--- src/rtl/fpsrs_pkg.sv ---
// ---------------------------------------------------------------------------
// fpsrs_pkg
// Types, constants and helpers of the Fenwick point-set / range-sum unit.
// ---------------------------------------------------------------------------
package fpsrs_pkg;

  localparam int MaxEntries = 1024;
  localparam int AddrW      = $clog2(MaxEntries);
  localparam int PosW       = AddrW + 1;
  localparam int IdxW       = PosW + 1;
  localparam int DataW      = 64;

  localparam logic [PosW-1:0] EntriesReset = PosW'(MaxEntries);

  // Item commands
  localparam logic CmdSet   = 1'b0;
  localparam logic CmdQuery = 1'b1;

  // Result status codes
  localparam logic StatusOk  = 1'b0;
  localparam logic StatusBad = 1'b1;

  typedef struct packed {
    logic                    cmd;
    logic [PosW-1:0]         position;
    logic [PosW-1:0]         high_position;
    logic signed [DataW-1:0] new_value;
  } in_item_t;

  typedef struct packed {
    logic signed [DataW-1:0] range_sum;
    logic                    status;
  } out_item_t;

  // One memory port pair: write port and read address
  typedef struct packed {
    logic             we;
    logic [AddrW-1:0] waddr;
    logic [DataW-1:0] wdata;
    logic [AddrW-1:0] raddr;
  } ram_req_t;

  // Lowest set bit of a tree index
  function automatic logic [IdxW-1:0] lowbit(input logic [IdxW-1:0] x);
    lowbit = x & (~x + IdxW'(1));
  endfunction

endpackage

--- src/rtl/fpsrs_ctrl.sv ---
// ---------------------------------------------------------------------------
// fpsrs_ctrl
// Sequencer: clearing sweep, validity checks, upward update walk and the
// two downward prefix walks of a range query.
// ---------------------------------------------------------------------------
module fpsrs_ctrl (
  input  logic                        clk_i,
  input  logic                        rst_ni,
  input  logic                        start,
  output logic                        busy,
  input  fpsrs_pkg::in_item_t         item_i,
  input  logic                        cfg_we_i,
  input  logic [fpsrs_pkg::PosW-1:0]  cfg_wdata_i,
  output fpsrs_pkg::ram_req_t         tree_req_o,
  output fpsrs_pkg::ram_req_t         plain_req_o,
  input  logic [fpsrs_pkg::DataW-1:0] tree_rdata_i,
  input  logic [fpsrs_pkg::DataW-1:0] plain_rdata_i,
  output logic                        result_valid_o,
  output fpsrs_pkg::out_item_t        result_o
);

  localparam logic [2:0] StClear  = 3'd0;
  localparam logic [2:0] StIdle   = 3'd1;
  localparam logic [2:0] StSetUpd = 3'd2;
  localparam logic [2:0] StUp     = 3'd3;
  localparam logic [2:0] StDown   = 3'd4;

  localparam int AddrW = fpsrs_pkg::AddrW;
  localparam int PosW  = fpsrs_pkg::PosW;
  localparam int IdxW  = fpsrs_pkg::IdxW;
  localparam int DataW = fpsrs_pkg::DataW;

  logic [2:0]              state_q, state_d;
  logic [AddrW-1:0]        clr_cnt_q, clr_cnt_d;
  logic [PosW-1:0]         entries_q;
  logic [IdxW-1:0]         idx_q, idx_d;
  logic [PosW-1:0]         pos_q, pos_d;
  logic [DataW-1:0]        val_q, val_d;
  logic [DataW-1:0]        delta_q, delta_d;
  logic [DataW-1:0]        acc_q, acc_d;
  logic                    phase_q, phase_d;
  logic                    rd_vld_q, rd_vld_d;
  logic                    rd_sub_q, rd_sub_d;
  logic                    wr_pend_q, wr_pend_d;
  logic [AddrW-1:0]        wr_addr_q, wr_addr_d;
  logic                    res_vld_q, res_vld_d;
  fpsrs_pkg::out_item_t    res_q, res_d;

  logic [PosW-1:0]         n_size;
  logic [IdxW-1:0]         idx_m1;
  logic                    set_ok;
  logic                    query_ok;
  logic                    up_live;

  // Effective size: register capped at the memory depth
  assign n_size = (entries_q > fpsrs_pkg::EntriesReset) ? fpsrs_pkg::EntriesReset : entries_q;

  assign set_ok = (item_i.position != '0) && (item_i.position <= n_size);
  assign query_ok = (item_i.position != '0) && (item_i.high_position != '0) &&
                    (item_i.position <= item_i.high_position) &&
                    (item_i.high_position <= n_size);

  assign idx_m1  = idx_q - IdxW'(1);
  assign up_live = (idx_q != '0) && (idx_q <= {1'b0, n_size});

  assign busy           = (state_q != StIdle);
  assign result_valid_o = res_vld_q;
  assign result_o       = res_q;

  // Next-state and memory access logic
  always_comb begin
    state_d   = state_q;
    clr_cnt_d = clr_cnt_q;
    idx_d     = idx_q;
    pos_d     = pos_q;
    val_d     = val_q;
    delta_d   = delta_q;
    acc_d     = acc_q;
    phase_d   = phase_q;
    rd_vld_d  = 1'b0;
    rd_sub_d  = rd_sub_q;
    wr_pend_d = 1'b0;
    wr_addr_d = wr_addr_q;
    res_vld_d = 1'b0;
    res_d     = res_q;

    tree_req_o        = '0;
    plain_req_o       = '0;
    tree_req_o.raddr  = idx_m1[AddrW-1:0];
    plain_req_o.raddr = item_i.position[AddrW-1:0] - AddrW'(1);

    // Accumulate a prefix beat that landed this cycle
    if (rd_vld_q) begin
      acc_d = rd_sub_q ? (acc_q - tree_rdata_i) : (acc_q + tree_rdata_i);
    end

    // Retire a pending tree update
    if (wr_pend_q) begin
      tree_req_o.we    = 1'b1;
      tree_req_o.waddr = wr_addr_q;
      tree_req_o.wdata = tree_rdata_i + delta_q;
    end

    case (state_q)
      StClear: begin
        tree_req_o.we     = 1'b1;
        tree_req_o.waddr  = clr_cnt_q;
        tree_req_o.wdata  = '0;
        plain_req_o.we    = 1'b1;
        plain_req_o.waddr = clr_cnt_q;
        plain_req_o.wdata = '0;
        clr_cnt_d         = clr_cnt_q + AddrW'(1);
        if (clr_cnt_q == '1) begin
          state_d = StIdle;
        end
      end
      StIdle: begin
        if (start) begin
          if (item_i.cmd == fpsrs_pkg::CmdSet) begin
            if (set_ok) begin
              pos_d   = item_i.position;
              val_d   = item_i.new_value;
              state_d = StSetUpd;
            end else begin
              res_vld_d       = 1'b1;
              res_d.range_sum = '0;
              res_d.status    = fpsrs_pkg::StatusBad;
            end
          end else begin
            if (query_ok) begin
              idx_d   = {1'b0, item_i.high_position};
              pos_d   = item_i.position - PosW'(1);
              acc_d   = '0;
              phase_d = 1'b0;
              state_d = StDown;
            end else begin
              res_vld_d       = 1'b1;
              res_d.range_sum = '0;
              res_d.status    = fpsrs_pkg::StatusBad;
            end
          end
        end
      end
      StSetUpd: begin
        // Old value is on the read port: form the difference, store new value
        delta_d           = val_q - plain_rdata_i;
        plain_req_o.we    = 1'b1;
        plain_req_o.waddr = pos_q[AddrW-1:0] - AddrW'(1);
        plain_req_o.wdata = val_q;
        idx_d             = {1'b0, pos_q};
        state_d           = StUp;
      end
      StUp: begin
        // Read the next node while the previous one is written back
        if (up_live) begin
          wr_pend_d = 1'b1;
          wr_addr_d = idx_m1[AddrW-1:0];
          idx_d     = idx_q + fpsrs_pkg::lowbit(idx_q);
        end else if (!wr_pend_q) begin
          state_d = StIdle;
        end
      end
      StDown: begin
        if (idx_q != '0) begin
          rd_vld_d = 1'b1;
          rd_sub_d = phase_q;
          idx_d    = idx_q - fpsrs_pkg::lowbit(idx_q);
        end else if (!phase_q) begin
          // Switch to the low prefix, subtracted
          idx_d   = {1'b0, pos_q};
          phase_d = 1'b1;
        end else if (!rd_vld_q) begin
          res_vld_d       = 1'b1;
          res_d.range_sum = acc_q;
          res_d.status    = fpsrs_pkg::StatusOk;
          state_d         = StIdle;
        end
      end
      default: begin
        state_d = StIdle;
      end
    endcase
  end

  // Control registers
  always_ff @(posedge clk_i or negedge rst_ni) begin
    if (!rst_ni) begin
      state_q   <= StClear;
      clr_cnt_q <= '0;
      entries_q <= fpsrs_pkg::EntriesReset;
      rd_vld_q  <= 1'b0;
      rd_sub_q  <= 1'b0;
      wr_pend_q <= 1'b0;
      res_vld_q <= 1'b0;
      phase_q   <= 1'b0;
    end else begin
      state_q   <= state_d;
      clr_cnt_q <= clr_cnt_d;
      rd_vld_q  <= rd_vld_d;
      rd_sub_q  <= rd_sub_d;
      wr_pend_q <= wr_pend_d;
      res_vld_q <= res_vld_d;
      phase_q   <= phase_d;
      if (cfg_we_i) begin
        entries_q <= cfg_wdata_i;
      end
    end
  end

  // Payload registers
  always_ff @(posedge clk_i) begin
    idx_q     <= idx_d;
    pos_q     <= pos_d;
    val_q     <= val_d;
    delta_q   <= delta_d;
    acc_q     <= acc_d;
    wr_addr_q <= wr_addr_d;
    res_q     <= res_d;
  end

endmodule

--- config.mk ---
export PLATFORM = sky130hd
export DESIGN_NAME = fpsrs_ctrl
export DESIGN_NICKNAME = d
export VERILOG_FILES = /design/src/rtl/fpsrs_pkg.sv /design/src/rtl/fpsrs_ctrl.sv
export SDC_FILE = /design/constraint.sdc
export NUM_CORES = 1
export LEC_CHECK = 0
export BUFFER_PORTS_ARGS = -buffer_cell sky130_fd_sc_hd__buf_4
export CAP_MARGIN = 20
export CORE_ASPECT_RATIO = 0.9
export CORE_UTILIZATION = 30
export CTS_CLUSTER_DIAMETER = 30
export DETAILED_ROUTE_END_ITERATION = 8
export GPL_TIMING_DRIVEN = 0
export PLACE_DENSITY = 0.57
export SLEW_MARGIN = 15
export SYNTH_ARGS = -nofsm -noshare
export SYNTH_HDL_FRONTEND = slang
export SYNTH_SLANG_ARGS = --single-unit
--- constraint.sdc ---
create_clock -name clk_i -period 6.9 [get_ports clk_i]
set_clock_uncertainty 0.1 [all_clocks]
set_input_delay 0.345 -clock clk_i [delete_from_list [all_inputs] [get_ports clk_i]]
set_output_delay 0.345 -clock clk_i [all_outputs]
set_load 0.02 [all_outputs]
Word-level counts from Yosys, hierarchy flattened
Index checks and enable logic that the tools add are counted.
{"block": "word_totals", "reg_bits": 319, "input_bits": 230, "output_inout_bits": 237, "wordCells": 134}
{"block": "op_classes", "add_sub_neg": 12, "magnitude_cmp": 5, "n_eq_ne": 22, "muxes": 56, "bitwise": 3, "n_reduce_logical": 20}
{"cell": "65-bit 2-to-1 mux", "n": 7}
{"cell": "64-bit 2-to-1 mux", "n": 6}
{"cell": "75-bit 2-to-1 mux", "n": 2}
{"cell": "75-bit one-hot mux with 2 select lines", "n": 1}
{"cell": "65-bit one-hot mux with 2 select lines", "n": 1}
{"cell": "64-bit adder", "n": 2}
{"cell": "64-bit subtractor", "n": 2}
{"cell": "12-bit 2-to-1 mux", "n": 6}
{"cell": "12-bit one-hot mux with 4 select lines", "n": 1}
{"cell": "11-bit 2-to-1 mux", "n": 4}
{"cell": "11-bit less-or-equal comparator", "n": 3}
{"cell": "3-bit 2-to-1 mux", "n": 10}
{"cell": "10-bit by 1-bit subtractor with 10-bit output (second input constant)", "n": 3}
{"cell": "11-bit nonzero test", "n": 2}
{"cell": "2-bit != test (second input constant)", "n": 10}
{"cell": "1-bit 2-to-1 mux", "n": 15}
{"cell": "3-bit != test (second input constant)", "n": 5}
{"cell": "3-bit one-hot mux with 5 select lines", "n": 1}
{"cell": "12-bit by 1-bit adder with 12-bit output (second input constant)", "n": 1}
{"cell": "12-bit adder", "n": 1}
{"cell": "12-bit AND", "n": 1}
{"cell": "12-bit by 11-bit less-or-equal comparator with 1-bit output", "n": 1}
{"cell": "12-bit inverter", "n": 1}
{"cell": "12-bit nonzero test", "n": 1}
{"cell": "22 further kinds", "n": 31}

Depth between registers and ports, before layout
Gate-level depths: netlist of the first run.
{"block": "depth", "word_depth": 8, "depth_mapped": 22, "mapped_depth_nobuf": 21}

Worst setup path before layout of the first run
Ideal clock, no wire load.
{"block": "synth_path", "path_kind": "input port to flip-flop", "from": "input item_i[75] (netlist bit)", "to": "register res_q, in the netlist result_o[0] (enable)", "setup_time_ps": 578, "t_arrival_ps": 6433, "required_ps": 6222, "setup_slack_ps": -211, "stages": 9, "n_path_buf": 0, "path_cell_list": "inv_1 ha_1 nand2_1 nor3_1 nand2b_1 nor4_1 a211o_1 nand3_1 o21ai_0"}
{"block": "synth_between", "elab_chain_len": 6, "elab_cells_between_ends": 10, "cone_classes": "2 x order compare; 2 x eq/ne; 6 x reduce/logical"}
{"item": "from (decl)", "line": "fpsrs_ctrl.sv:11", "source": "input fpsrs_pkg::in_item_t item_i,"}
{"item": "branches (longest 5 deep; another with 11-bit less-or-equal comparator)"}
{"item": "7-bit AND reduction (no source line) (*)"}
{"item": "to (signal assigned)", "line": "fpsrs_ctrl.sv:218", "source": "res_q <= res_d;"}
{"item": "to (decl)", "line": "fpsrs_ctrl.sv:47", "source": "fpsrs_pkg::out_item_t res_q, res_d;"}
Mark *: on every way between the ends.
A chain may end at the register's enable or synchronous reset.

Final worst setup path of the first run
{"block": "layout_path", "from": "register entries_q[10]", "to": "register pos_q[5] (enable)"}
{"block": "layout_between", "elab_chain_len": 6, "elab_cells_between_ends": 9, "cone_classes": "3 x order compare; 1 x eq/ne; 1 x mux; 4 x reduce/logical"}
{"item": "from (decl)", "line": "fpsrs_ctrl.sv:35", "source": "logic [PosW-1:0] entries_q;"}
{"item": "from (signal assigned)", "line": "fpsrs_ctrl.sv:190", "source": "entries_q <= fpsrs_pkg::EntriesReset;"}
{"item": "from (signal assigned)", "line": "fpsrs_ctrl.sv:205", "source": "entries_q <= cfg_wdata_i;"}
{"item": "11-bit > comparator", "line": "fpsrs_ctrl.sv:56", "source": "assign n_size = (entries_q > fpsrs_pkg::EntriesReset) ? fpsrs_pkg::EntriesReset : entries_q;"}
{"item": "11-bit 2-to-1 mux (*)", "line": "fpsrs_ctrl.sv:56"}
{"item": "11-bit less-or-equal comparator (on tied branches)", "line": "fpsrs_ctrl.sv:61, fpsrs_ctrl.sv:58"}
{"item": "1-bit logical AND (on tied branches)", "line": "fpsrs_ctrl.sv:60, fpsrs_ctrl.sv:58"}
{"item": "2-bit by 1-bit != test with 1-bit output (no source line) or 2-bit nonzero test (tied branches)"}
{"item": "4-bit AND reduction (no source line) (*)"}
{"item": "to (signal assigned)", "line": "fpsrs_ctrl.sv:213", "source": "pos_q <= pos_d;"}
{"item": "to (decl)", "line": "fpsrs_ctrl.sv:37", "source": "logic [PosW-1:0] pos_q, pos_d;"}
Mark *: on every way between the ends. The rest lies on a longest branch, timed or not.

==> run metrics, run 1 <==
status=completed; vias in the first global route=approximately 26,000; Comb power frac=47.6%; site row count=104; Fillers=9,112; hold_buf cts=between 90 and 100; met3 WL=~7800 um; wire length per cell=21.0 um; Clk pwr share=between 30 and 40%; Pwr Total=~13 mW; GRT overflow=0; Max FO, Critical Path=12; final wirelength=between 100,000 and 150,000 um; Net Sw Frac=42.0%; starting density of the core=roughly 30%; Placeable Area=89,900 um^2; Seq/Total Area, Yosys=roughly 32%; uppermost layer routed=met5; Ys Warns=0; internal power=roughly 7.5 mW; Critical Path AT=around 6 ns; f_max=between 150 and 200 MHz; crit path launch type=register; switching pwr=approximately 5.4 mW; nets=about 4,400; vias per std cell=5.25; worst r2r src=entries_q[10]; drc violations=0; crit path launch=entries_q[10]; port buffer count=around 470; global-route wire length before repair=~160,000 um; clock buffer count from CTS=80; routability cong.=a little under 1; Post-synth EDFFs=226; most common library cell in the layout ignoring fill and taps=buf_4; fin crit period=5.88 ns; cells resized by post-CTS repair=0; die width=about 320 um; CTS clk-pin slew, worst paths=about 0.040 ns; Max clock buf depth=3; critical path class=reg2reg; 1st-pass router iterations=6; metal2 WL=between 40,000 and 50,000 um; Cells after Synth=roughly 3,300; depth of the CTS H-tree=3; Final period util=between 80 and 90%; Synth Flop Type=edfxtp_1; HP Start=tree_rdata_i[0]; Crit. End Element=register; #FFs+latches synth=between 300 and 400; Metal-1 WL=about 50,000 um; RSZ-0062 raised after global routing=false; root buf cell=clkbuf_16; Net Count, Synth=roughly 3,700; WP data required=about 7 ns; mean cell area of the mapped netlist=approximately 8.4 um^2; commonest non-fill, non-tap cells in the layout=buf_4, nor2_1, a21oi_1; gr usage total=22.7%; count of different cell masters after synthesis=90; slowest CP cell=a2111oi_2; Worst Hold Class=in2reg; worst-path cell chain=inv_1 > clkbuf_1 > nand2_1 > ha_1 > nor2b_1 > o21a_1 > o21ai_0 > nand2_1 > o31a_1 > a2111oi_2 > nand3_1 > clkbuf_1 > o21ai_1 > buf_4; dpl hpwl=just under 90,000 um; Setup Fix Bufs, Post-CTS=0; initial antenna violation count=14; setup ws final=between 1 and 1.5 ns; Pwr Density=355 nW/um^2; share of power burned in registers=22.1%; static leakage=around 16 nW; Setup Slack @ Placement=between 1 and 1.5 ns; Worst VDD drop=0.000221 V; area of the die=between 90,000 and 100,000 um^2; Final Max Tran Viols=0; Iter 0 DRT Violations=between 2,000 and 2,500; Die Ht=a little under 300 um; flop-to-flop setup slack=between 1 and 1.5 ns; final setup fails=0; ys async rst share=9.09%; post-route ant nets=0; latest clock arrival within the worst-skew pair=0.63 ns; slowest stage delay, CP=~0.9 ns; largest net degree at the start of global routing=31; Boundary Pins=about 470; CTS Sinks=319; synthesized cell area=27,400 um^2; DR vias=27,300; slew of the pin with the lowest slew margin=1.10 ns; final hold viol count=0; TritonCTS clock tree=built; area grow syn2layout=32.8%; Max Cap Viol=0; Max-slew headroom=a little over a quarter; share of cells above drive strength 1=16.8%
==> power groups by stage <==
stage	sequential (mW)	combinational (mW)	clock (mW)
floorplan	2.84	4.08	0
global placement	2.91	5.94	0
detailed placement	2.88	6.00	0
CTS	2.85	6.08	3.99
global route	2.90	6.76	4.07
finish	2.86	6.15	3.92
==> through the flow <==
stage               cells  instance area (um^2)  TNS [ns]  hold WS (ns)  utilization, %
global placement     4944                 32400   -102.54         0.223            36.1
floorplan            3259                 27400         0       -0.0506               -
finish               5208                 36400         0        0.0440            40.5
CTS                  5196                 36400         0       0.00130            40.5
detailed placement   4954                 32600         0         0.226            36.3
global route         5206                 36400         0        0.0450            40.5
==> Yosys cell counts (10+ instances only) <==
| master | n | share of area (%) |
|---|---|---|
| a211oi_1 | 45 | 1.2 |
| a21o_1 | 124 | 3.4 |
| a21oi_1 | 294 | 5.4 |
| a31oi_1 | 37 | 0.84 |
| and2_1 | 18 | 0.41 |
| and3_1 | 151 | 3.4 |
| and4_1 | 10 | 0.32 |
| buf_2 | 10 | 0.18 |
| clkbuf_1 | 142 | 1.9 |
| dfrtp_1 | 28 | 2.6 |
| dfxtp_1 | 64 | 4.7 |
| edfxtp_1 | 226 | 25 |
| ha_1 | 245 | 11 |
| inv_1 | 174 | 2.4 |
| mux2_2 | 12 | 0.49 |
| mux2i_1 | 49 | 1.8 |
| nand2_1 | 236 | 3.2 |
| nand2b_1 | 28 | 0.64 |
| nand3_1 | 67 | 1.2 |
| nand4_1 | 73 | 1.7 |
| nor2_1 | 331 | 4.5 |
| nor2b_1 | 31 | 0.71 |
| nor3_1 | 82 | 1.5 |
| nor4_1 | 28 | 0.64 |
| o211ai_1 | 12 | 0.33 |
| o21a_1 | 33 | 0.90 |
| o21ai_0 | 169 | 3.1 |
| o21ai_1 | 14 | 0.26 |
| o21bai_1 | 45 | 1.2 |
| o22ai_1 | 11 | 0.25 |
| o31ai_1 | 12 | 0.33 |
| or2_2 | 15 | 0.34 |
| or3_1 | 26 | 0.59 |
| xnor2_1 | 178 | 5.7 |
| xor2_1 | 72 | 2.3 |
==> critical path: cells and delay by family (launching register included) <==
kind | cells | cell delay, ns
fa+ha+maj | 1 | 0.41
flops | 1 | 0.36
buf+inv | 4 | 1.49
simple gates | 4 | 1.18
compound gates | 5 | 2.02
==> flip-flops by register name (all words and copies together) (netlist names) <==
name            count
entries_q          11
wr_addr_q          10
phase_q             1
wr_pend_q           1
rd_sub_q            1
val_q              64
pos_q              11
delta_q            64
clr_cnt_q          10
rd_vld_q            1
result_valid_o      1
acc_q              64
result_o           65
state_q             3
idx_q              12
==> worst paths after layout <==
check                                      end  cells after the start
worst min register to register       acc_q[63]                      2
worst max register to register        pos_q[5]                     14
worst max-delay path                  pos_q[5]                     14
min in group asynchronous       result_valid_o                      2
max in group asynchronous        entries_q[10]                      2
worst min-delay path                  acc_q[0]                      3
==> logic make-up (layout without fill, tap and decap cells) <==
family          Yosys count  count (layout)  share of synthesized area (%)
fa+ha+maj               248             248                           11.4
flops                   319             319                           32.1
compound gates          902             902                           20.8
buf+inv                 337            1055                           4.67
mux                      62              62                           2.32
simple gates           1140            1140                           20.7
xor+xnor                251             251                           8.05
other cells               0              12                              0
==> final cells by class <==
type	instances	area, um^2	share of cell area, %
multi-input cells	2603	17400	47.7
well taps	1219	1530	4.19
clock inverters	48	717	1.97
flip-flops and latches	319	8790	24.2
diodes	12	30.0	0.0825
inverters	175	657	1.80
plain buffers	162	624	1.71
clock buffers	101	2110	5.80
repair buffers	569	4580	12.6
==> metal layers <==
layer / GRT usage, % / up-vias
met4: 9.26 / 6
met3: 4.40 / 169
met2: 34.4 / 964
li1: - / 13300
met5: 0 / -
met1: 31.6 / 12900
Power figures use the tool's default switching activity.
==> inputs of run 2 (changes only) <==
--- a/config.mk
+++ b/config.mk
@@ -12,7 +12,7 @@
 export CTS_CLUSTER_DIAMETER = 30
 export DETAILED_ROUTE_END_ITERATION = 8
 export GPL_TIMING_DRIVEN = 0
-export PLACE_DENSITY = 0.57
+export PLACE_DENSITY = 0.55
 export SLEW_MARGIN = 15
 export SYNTH_ARGS = -nofsm -noshare
 export SYNTH_HDL_FRONTEND = slang
==> constraint.sdc (replaced) <==
create_clock -name clk_i -period 6.5 [get_ports clk_i]
set_clock_uncertainty 0.1 [all_clocks]
set_input_delay 0.325 -clock clk_i [delete_from_list [all_inputs] [get_ports clk_i]]
set_output_delay 0.325 -clock clk_i [all_outputs]
set_load 0.02 [all_outputs]
==> run 2 against run 1 <==
Register-to-register slack lost 0.14 ns. Combinational power grew 6.7%. Setup slack lost 0.19 ns. Critical path depth grew 8. Critical path type is now in2reg. Critical endpoint is now acc_q[59]. Largest power group unchanged.
==> run metrics, run 2 (synthesis results as in run 1) <==
status=completed; Die Ht=between 200 and 300 um; initial antenna violation count=13; cells resized by post-CTS repair=0; final setup fails=0; post-route ant nets=0; wire length per cell=roughly 21 um; largest net degree at the start of global routing=32; Util after Layout=about 40%; CP bufs+invs=4; CTS clk-pin slew, worst paths=~0.040 ns; vias per std cell=between 5 and 6; final wirelength=~110,000 um; site row count=about 100; commonest non-fill, non-tap cells in the layout=buf_4, nor2_1, a21oi_1; Iter 0 DRT Violations=roughly 2,500; Fillers=between 9,000 and 10,000; area of the die=a little over 90,000 um^2; drc violations=0; die width=~320 um; Non-Filler Instances=roughly 5,200; WP data required=6.94 ns; DR vias=27,300; Final period util=between 80 and 90%; Worst Hold Class=in2reg; Max FO, Critical Path=9; Largest register FFs=65; area of the multi-input gates=approximately 17,000 um^2; crit path launch type=input pin; Finished Cell Area=between 30,000 and 40,000 um^2; routability cong.=between 0.9 and 1; slowest CP cell=a211oi_1; Crit. End Element=register; root buf cell=clkbuf_16; fin crit period=~5.7 ns; gr usage total=about 23%; critical path class=in2reg; Worst VDD drop=~0.00024 V; dpl cell area=around 33,000 um^2; slew of the pin with the lowest slew margin=1.16 ns; FF/Latch Area=a little under 9000 um^2; Cells after DPL=4,951; clock buffer count from CTS=just under 90; slowest stage delay, CP=0.65 ns; depth of the CTS H-tree=3; final hold viol count=0; vias in the first global route=~26,000; GRT overflow=0; Max clock buf depth=3; Placeable Area=~90,000 um^2; dpl hpwl=89,500 um; 1st-pass router iterations=8; Max-slew headroom=around 22%; crit-path leading delay family=compound AO/OA/AOI/OAI gates; RSZ-0062 raised after global routing=false; TritonCTS clock tree=built; Critical Path AT=about 6 ns; Max Cap Viol=0; most common library cell in the layout ignoring fill and taps=buf_4; Pwr Density=about 390 nW/um^2; static leakage=roughly 16 nW; worst-path cell chain=dlygate4sd3_1 > buf_4 > inv_1 > ha_1 > nand2b_1 > nor3_2 > nand3b_1 > nor2_1 > a21oi_1 > xnor2_1 > ha_1 > buf_2 > a21o_1 > a21o_1 > a21oi_1 > o221ai_1 > a211oi_1 > a31oi_1 > o21ai_0 > o21ai_0 > mux2i_1 > nor2_1; Final Max Tran Viols=0; port buffer count=466; global-route wire length before repair=between 150,000 and 200,000 um; nets=around 4,400; CTS Sinks=approximately 320; share of cells above drive strength 1=roughly 17%; latest clock arrival within the worst-skew pair=0.66 ns; f_max=about 180 MHz; area grow syn2layout=34.2%; Boundary Pins=around 470; starting density of the core=a little under a third
-- run 2: final cells by class --
class | instances | area share (%)
well taps | 1219 | 4.14
clock inverters | 67 | 2.38
flip-flops and latches | 319 | 23.9
repair buffers | 572 | 12.6
clock buffers | 97 | 6.22
plain buffers | 162 | 1.70
inverters | 175 | 1.79
diodes | 11 | 0.0748
multi-input cells | 2603 | 47.2
-- run 2: layer usage --
metal	track usage [%]	vias to the layer above	wire [um]	share of wire, %
li1	-	13400	-	-
met1	32.7	12700	51700	47
met2	33.1	1045	45900	42
met5	0	-	20	0.018
met4	9.82	4	4430	4.0
met3	4.54	215	7860	7.1
-- run 2: where the power goes --
part	internal, mW	switching [mW]	leakage, nW
Sequential	2.68	0.356	2.98
Combinational	2.42	4.14	11.6
Clock	3.14	1.43	1.50
Total	8.25	5.92	16.1
-- run 2: timing repair --
item | CTS | global route
setup endpoints to repair | 0 | 0
hold endpoints to repair | 123 | 0
hold buffers | 97 | 0
buffers inserted | 0 | 0
-- run 2: final timing paths --
kind                             startpoint             to  slack [ns]  cells past startpoint
setup reg to reg                   rd_sub_q      acc_q[59]        0.88                     15
hold / removal             plain_rdata_i[0]     delta_q[0]        0.04                      3
setup / recovery            tree_rdata_i[0]      acc_q[59]        0.82                     22
hold reg to reg                   acc_q[63]      acc_q[63]        0.36                      2
min in group asynchronous            rst_ni   clr_cnt_q[1]        0.08                      2
max in group asynchronous            rst_ni  entries_q[10]        5.85                      2
-- run 2: worst register-to-register path, cell delays in order (launching register included) --
cell and delay [ns]:
dfrtp_1 0.35, clkbuf_1 0.48, clkbuf_1 0.57, a21oi_1 0.14
xnor2_1 0.42, ha_1 0.35, nand3_1 0.14, nor2_1 0.06
a21oi_1 0.48, o311ai_1 0.29, a211oi_1 0.67, a31oi_1 0.30
o21ai_0 0.64, o21ai_0 0.24, mux2i_1 0.21, nor2_1 0.07
-- run 2: through the flow --
step / TNS, ns / total power [mW] / setup slack, ns / hold slack [ns]
6_report: 0 / 14.2 / 0.823 / 0.0354
4_1_cts: 0 / 14.1 / 0.573 / 0.00573
3_3_place_gp: -158.94 / 9.43 / -1.28 / 0.204
5_1_grt: 0 / 15.0 / 0.541 / 0.0137
3_5_place_dp: 0 / 9.45 / 0.573 / 0.204
2_1_floorplan: 0 / 7.35 / 1.15 / -0.0706
